===== src/rtl/pshash_pkg.sv =====
`timescale 1ns / 1ps
// ----------------------------------------------------------------------------
// pshash_pkg
// Types and constants shared by the point-set sequence hash.
// ----------------------------------------------------------------------------
package pshash_pkg;

   localparam int MAX_POINTS = 4096;
   localparam int POS_W      = $clog2(MAX_POINTS + 1);
   localparam int COUNT_W    = 13;
   localparam int COORD_W    = 8;
   localparam int HASH_W     = 64;
   localparam int HALF_W     = HASH_W / 2;

   localparam logic [HASH_W-1:0] GOLDEN = 64'h9e37_79b9_7f4a_7c15;
   localparam logic [HASH_W-1:0] MUL_A  = 64'hbf58_476d_1ce4_e5b9;
   localparam logic [HASH_W-1:0] MUL_B  = 64'h94d0_49bb_1331_11eb;
   localparam int SHIFT_A = 30;
   localparam int SHIFT_B = 27;
   localparam int SHIFT_C = 31;

   localparam logic CMD_START = 1'b0;
   localparam logic CMD_POINT = 1'b1;

   typedef enum logic [2:0] {
      ST_IDLE,
      ST_ADD,
      ST_MUL_A,
      ST_MUL_B,
      ST_EMIT
   } state_type;

   // partial products of the low 64 bits of a 64x64 product
   typedef enum logic [1:0] {
      PH_LL,
      PH_LH,
      PH_HL
   } phase_type;

   typedef struct packed {
      logic en;
      logic first;
   } mac_ctl_type;

endpackage


===== src/rtl/pshash_mac.sv =====
`timescale 1ns / 1ps
// ----------------------------------------------------------------------------
// pshash_mac
// Shared 32x32 multiplier with a 64-bit accumulator. The first step loads
// the full product, later steps add the low product half into the upper word.
// ----------------------------------------------------------------------------
module pshash_mac
   import pshash_pkg::*;
(
   input  logic              clock,
   input  logic [HALF_W-1:0] op_a,
   input  logic [HALF_W-1:0] op_b,
   input  mac_ctl_type       ctl,
   output logic [HASH_W-1:0] sum
);

   logic [HASH_W-1:0] acc_ff;
   logic [HASH_W-1:0] prod;

   assign prod = HASH_W'(op_a) * HASH_W'(op_b);
   assign sum  = ctl.first ? prod : acc_ff + {prod[HALF_W-1:0], {HALF_W{1'b0}}};

   always_ff @(posedge clock) begin
      if (ctl.en) begin
         acc_ff <= sum;
      end
   end

endmodule


===== src/rtl/point_set_sequence_hash.sv =====
`timescale 1ns / 1ps
// ----------------------------------------------------------------------------
// point_set_sequence_hash
// Running splitmix64-finalizer hash over a stream of grid points.
// ----------------------------------------------------------------------------
//  channel | ports                               | direction
//  req     | req_valid / req_stall, cmd..is_last | in (item)
//  rsp     | rsp_valid / rsp_stall, hash_value   | out (item)
//
// Each item runs accept, golden add, then two 64-bit multiplies on the one
// shared 32x32 multiplier. After a last point, the hash moves into the output
// register in an emit state, which waits while the output is stalled.
// req_stall is high while an item is in work. Reset is synchronous; it sets
// the hash to zero and the position to one.
// ----------------------------------------------------------------------------
module point_set_sequence_hash
   import pshash_pkg::*;
(
   input  logic                     clock,
   input  logic                     reset,
   input  logic                     req_valid,
   output logic                     req_stall,
   input  logic                     req_cmd,
   input  logic [COUNT_W-1:0]       req_point_count,
   input  logic signed [COORD_W-1:0] req_coord_x,
   input  logic signed [COORD_W-1:0] req_coord_y,
   input  logic                     req_is_last,
   output logic                     rsp_valid,
   input  logic                     rsp_stall,
   output logic [HASH_W-1:0]        rsp_hash_value
);

   state_type         state_ff, state_in;
   phase_type         phase_ff, phase_in;
   logic [HASH_W-1:0] val_ff, val_in;
   logic [HASH_W-1:0] hash_ff, hash_in;
   logic [POS_W-1:0]  pos_ff, pos_in;
   logic              last_ff, last_in;
   logic              rsp_valid_ff, rsp_valid_in;
   logic [HASH_W-1:0] rsp_data_ff, rsp_data_in;

   logic              accept;
   logic              mul_done;
   logic              out_free;
   logic [HASH_W-1:0] base;
   logic [HASH_W-1:0] gold_sum;
   logic [HASH_W-1:0] mul_const;
   logic [HALF_W-1:0] mac_a;
   logic [HALF_W-1:0] mac_b;
   logic [HASH_W-1:0] mac_sum;
   mac_ctl_type       mac_ctl;

   pshash_mac u_mac (
      .clock (clock),
      .op_a  (mac_a),
      .op_b  (mac_b),
      .ctl   (mac_ctl),
      .sum   (mac_sum)
   );

   assign accept   = req_valid && !req_stall;
   assign mul_done = (phase_ff == PH_HL);
   assign out_free = !rsp_valid_ff || !rsp_stall;

   // next state
   always_comb begin
      state_in = state_ff;
      case (state_ff)
         ST_IDLE:  if (accept) state_in = ST_ADD;
         ST_ADD:   state_in = ST_MUL_A;
         ST_MUL_A: if (mul_done) state_in = ST_MUL_B;
         ST_MUL_B: if (mul_done) state_in = last_ff ? ST_EMIT : ST_IDLE;
         ST_EMIT:  if (out_free) state_in = ST_IDLE;
         default:  state_in = ST_IDLE;
      endcase
   end

   // control outputs
   always_comb begin
      req_stall     = 1'b1;
      mac_ctl.en    = 1'b0;
      mac_ctl.first = (phase_ff == PH_LL);
      mul_const     = MUL_A;
      case (state_ff)
         ST_IDLE:  req_stall = 1'b0;
         ST_MUL_A: mac_ctl.en = 1'b1;
         ST_MUL_B: begin
            mac_ctl.en = 1'b1;
            mul_const  = MUL_B;
         end
         default:  req_stall = 1'b1;
      endcase
   end

   assign mac_a = (phase_ff == PH_HL) ? val_ff[HASH_W-1:HALF_W] : val_ff[HALF_W-1:0];
   assign mac_b = (phase_ff == PH_LH) ? mul_const[HASH_W-1:HALF_W] : mul_const[HALF_W-1:0];

   assign base = (req_cmd == CMD_START)
               ? HASH_W'(req_point_count)
               : hash_ff + HASH_W'({req_coord_x, req_coord_y}) + HASH_W'(pos_ff);
   assign gold_sum = val_ff + GOLDEN;

   // datapath
   always_comb begin
      val_in       = val_ff;
      hash_in      = hash_ff;
      pos_in       = pos_ff;
      last_in      = last_ff;
      phase_in     = PH_LL;
      rsp_valid_in = rsp_valid_ff && rsp_stall;
      rsp_data_in  = rsp_data_ff;
      if (mac_ctl.en) begin
         case (phase_ff)
            PH_LL:   phase_in = PH_LH;
            PH_LH:   phase_in = PH_HL;
            default: phase_in = PH_LL;
         endcase
      end
      case (state_ff)
         ST_IDLE: begin
            if (accept) begin
               val_in  = base;
               last_in = (req_cmd == CMD_POINT) && req_is_last;
               pos_in  = (req_cmd == CMD_START) ? POS_W'(1) : pos_ff + POS_W'(1);
            end
         end
         ST_ADD:   val_in = gold_sum ^ (gold_sum >> SHIFT_A);
         ST_MUL_A: if (mul_done) val_in = mac_sum ^ (mac_sum >> SHIFT_B);
         ST_MUL_B: if (mul_done) hash_in = mac_sum ^ (mac_sum >> SHIFT_C);
         ST_EMIT: begin
            if (out_free) begin
               rsp_valid_in = 1'b1;
               rsp_data_in  = hash_ff;
            end
         end
         default: val_in = val_ff;
      endcase
   end

   always_ff @(posedge clock) begin
      if (reset) begin
         state_ff     <= ST_IDLE;
         phase_ff     <= PH_LL;
         hash_ff      <= '0;
         pos_ff       <= POS_W'(1);
         last_ff      <= 1'b0;
         rsp_valid_ff <= 1'b0;
      end else begin
         state_ff     <= state_in;
         phase_ff     <= phase_in;
         hash_ff      <= hash_in;
         pos_ff       <= pos_in;
         last_ff      <= last_in;
         rsp_valid_ff <= rsp_valid_in;
      end
   end

   always_ff @(posedge clock) begin
      val_ff      <= val_in;
      rsp_data_ff <= rsp_data_in;
   end

   assign rsp_valid      = rsp_valid_ff;
   assign rsp_hash_value = rsp_data_ff;

endmodule


===== config.mk =====
export PLATFORM = sky130hd
export DESIGN_NAME = point_set_sequence_hash
export DESIGN_NICKNAME = d
export VERILOG_FILES = /design/src/rtl/pshash_pkg.sv /design/src/rtl/pshash_mac.sv /design/src/rtl/point_set_sequence_hash.sv
export SDC_FILE = /design/constraint.sdc
export NUM_CORES = 2
export LEC_CHECK = 0
export BUFFER_PORTS_ARGS = -buffer_cell sky130_fd_sc_hd__buf_2
export CAP_MARGIN = 20
export CORE_ASPECT_RATIO = 0.5
export CORE_UTILIZATION = 25
export DETAILED_ROUTE_END_ITERATION = 8
export SLEW_MARGIN = 20
export SYNTH_ARGS = -nofsm -noshare
export SYNTH_HDL_FRONTEND = slang
export SYNTH_SLANG_ARGS = --single-unit

===== constraint.sdc =====
create_clock -name clock -period 23.9 [get_ports clock]
set_clock_uncertainty 0.15 [all_clocks]
set_input_delay 3.585 -clock clock [delete_from_list [all_inputs] [get_ports clock]]
set_output_delay 3.585 -clock clock [all_outputs]
set_load 0.005 [all_outputs]

==> impl_metrics.toml <==
[clocking]
hold_buffers = 0
clkLatencyLatePin_ns = 0.57
cts_buffer_depth = 3
cts_made_buffers = 34
cts_tree = "yes"
root_buffer = "clkbuf_16"
postCtsSetupBuffers = 0
cts.sinks = 276
cts_resized = 0
htreeDepth = 2
cts.clk_slew.worst_paths_ns = 0.07

[synthesis]
async_flop_share = 0
ys_warn_count = 0
synth_xor_area_frac = 0.0603
post_synth_and_or_nand_nor_area_fraction = 0.117
synth-compound-area-share = 0.0950
synth_top_area_cell = "fa_1"
synth_top_area_frac = 0.360
synth_ff_type = "edfxtp_1"
ys_ff_latch = 276
synth_area_mm2 = 0.0467
synth.distinct_cells = 94
synth_top_family_by_area = "adder cells"
synth.area.mux_share = 0.00999
synthesis.area_per_instance_um2 = 9.56
synth-edff-count = 192
synthCells = 4886
synth_fa_ha_area_frac = 0.463
synth_nets = 6146
ys_seq_area_frac = 0.159
yosys-top-cells-area = "fa_1 (36%), edfxtp_1 (12%), ha_1 (10%)"

[placement]
dp_slack_ns = 10.97
place_congestion = 1.01
portBuffers = 100
dp_hpwl_um = 149000

[die]
fp-row-count = 111
dieArea_mm2 = 0.189
chipHeight_um = 308
io_pins = 101
initial_core_util = 0.253
core_area_mm2 = 0.184
die_w_um = 613

[sta]
hold_viol = 0
slew_headroom = 0.199
finalCritPeriodShare = 0.559
rsz0062_at_grt = "no"
clock.fmax_mhz = 74.8
fin_crit_ns = 13.37
drv_slew = 0
worstMarginPinSlew_ns = 1.17
finalWorstSetupSlack_ns = 10.53
finalSetupViolCount = 0
fin_tns_setup_ns = 0

[cells_and_area]
nets = 6168
num-fill-cells = 19656
drive_above_1_share = 0.0588
syn_to_final_growth_pct = 9.60
final_cell_mix = "inv_1 (1012), fa_1 (841), nand2_1 (380), ha_1 (380), nor2_1 (366)"
final_common_cell = "inv_1"

[critical_path]
path_class = "reg2reg"
slowest_stage = "clkinv_1"
cp-start-kind = "flip-flop"
max_stage_delay_ns = 0.93
crit_top_cell = "fa_1"
critPathArrivalTime_ns = 13.53
worstSetupEndpointType = "flip-flop"
crit_required_ns = 24.06
crit_fanout = 75
worst-path-buf-inv = 9
cp_top_family = "adder cells"

[routing]
first_iter_violations = 4275
drcViolationCount = 0
wire_per_inst_um = 23.5
first_pass_iters = 6
ant_nets = 0
routed_wl_um = 175000
vias = 35969
vias_per_cell = 4.85

[grt]
grt_usage = 0.186
antenna_found_initial = 1
grt_max_degree = 91
grt_first_pass_wirelength_um = 257000
overflow = 0
first_global_vias = 37052

[outcome]
status = "finished, final reports clean"

[job]
maxCapViolCount = 0

[hold_path]
hp-class = "reg2reg"
==> per-stage QoR <==
step                      instance area [um^2]   util  hold slack [ns]  cells
final                                    51200  0.278            0.325   7421
after global routing                     51200  0.278            0.337   7420
after CTS                                51200  0.278            0.331   7420
after detailed placement                 50100  0.272            0.316   7358
after global placement                   50100  0.272            0.310   7357
after floorplan                          46700      -            0.256   4886
==> sequential cells by signal (all words and copies together), names as in the netlist <==
| name | cells |
|---|---|
| hash_ff | 64 |
| rsp_hash_value | 64 |
| u_mac.acc_ff | 64 |
| val_ff | 64 |
| pos_ff | 13 |
| state_ff | 3 |
| phase_ff | 2 |
| last_ff | 1 |
| rsp_valid | 1 |
==> worst paths after layout <==
check / start / endpoint / slack [ns] / depth (start not counted)
max: state_ff[2] / val_ff[35] / 10.53 / 41
min: hash_ff[14] / rsp_hash_value[14] / 0.33 / 0
max reg2reg: state_ff[2] / val_ff[35] / 10.53 / 41
min reg2reg: hash_ff[14] / rsp_hash_value[14] / 0.33 / 0
==> cell families after synthesis <==
| logic type | Yosys count |
|---|---|
| compound gates | 665 |
| buf+inv | 1176 |
| xor+xnor | 320 |
| flops | 276 |
| simple gates | 1180 |
| mux | 44 |
| fa+ha+maj | 1225 |
==> synthesized netlist by cell type, drive strengths merged, types with 31 or more instances <==
| library cell | count |
|---|---|
| nor3 | 43 |
| a21oi | 185 |
| inv | 1013 |
| o21ai | 129 |
| nand2b | 74 |
| nand2 | 381 |
| xor2 | 112 |
| dfxtp | 84 |
| o221ai | 31 |
| edfxtp | 192 |
| a211oi | 59 |
| nor2 | 372 |
| mux2i | 42 |
| nand4 | 33 |
| xnor2 | 207 |
| fa | 841 |
| ha | 384 |
| clkbuf | 143 |
| or2 | 37 |
| a21o | 70 |
| nand3 | 49 |
| and2 | 94 |
==> final cells by class <==
cell class	count	area, um^2	area share
Inverter	1019	3820	0.0747
Tap cell	2486	3110	0.0608
Timing Repair Buffer	143	836	0.0163
Multi-Input combinational cell	3434	34900	0.682
Sequential cell	276	7450	0.145
Clock inverter	15	133	0.00259
Clock buffer	47	930	0.0182
Antenna cell	1	2.50	0.0000489
==> routing by layer <==
metal,global-route usage,part of all wire,wire length (um)
met1,0.255,0.42,72900
met3,0.0441,0.11,18400
met4,0.0660,0.041,7090
met2,0.285,0.44,76200
met5,0,0.000074,13
Power is left out: the tool's default activity adds up to more than one toggle a clock period on the data nets, which glitch-free logic cannot reach.
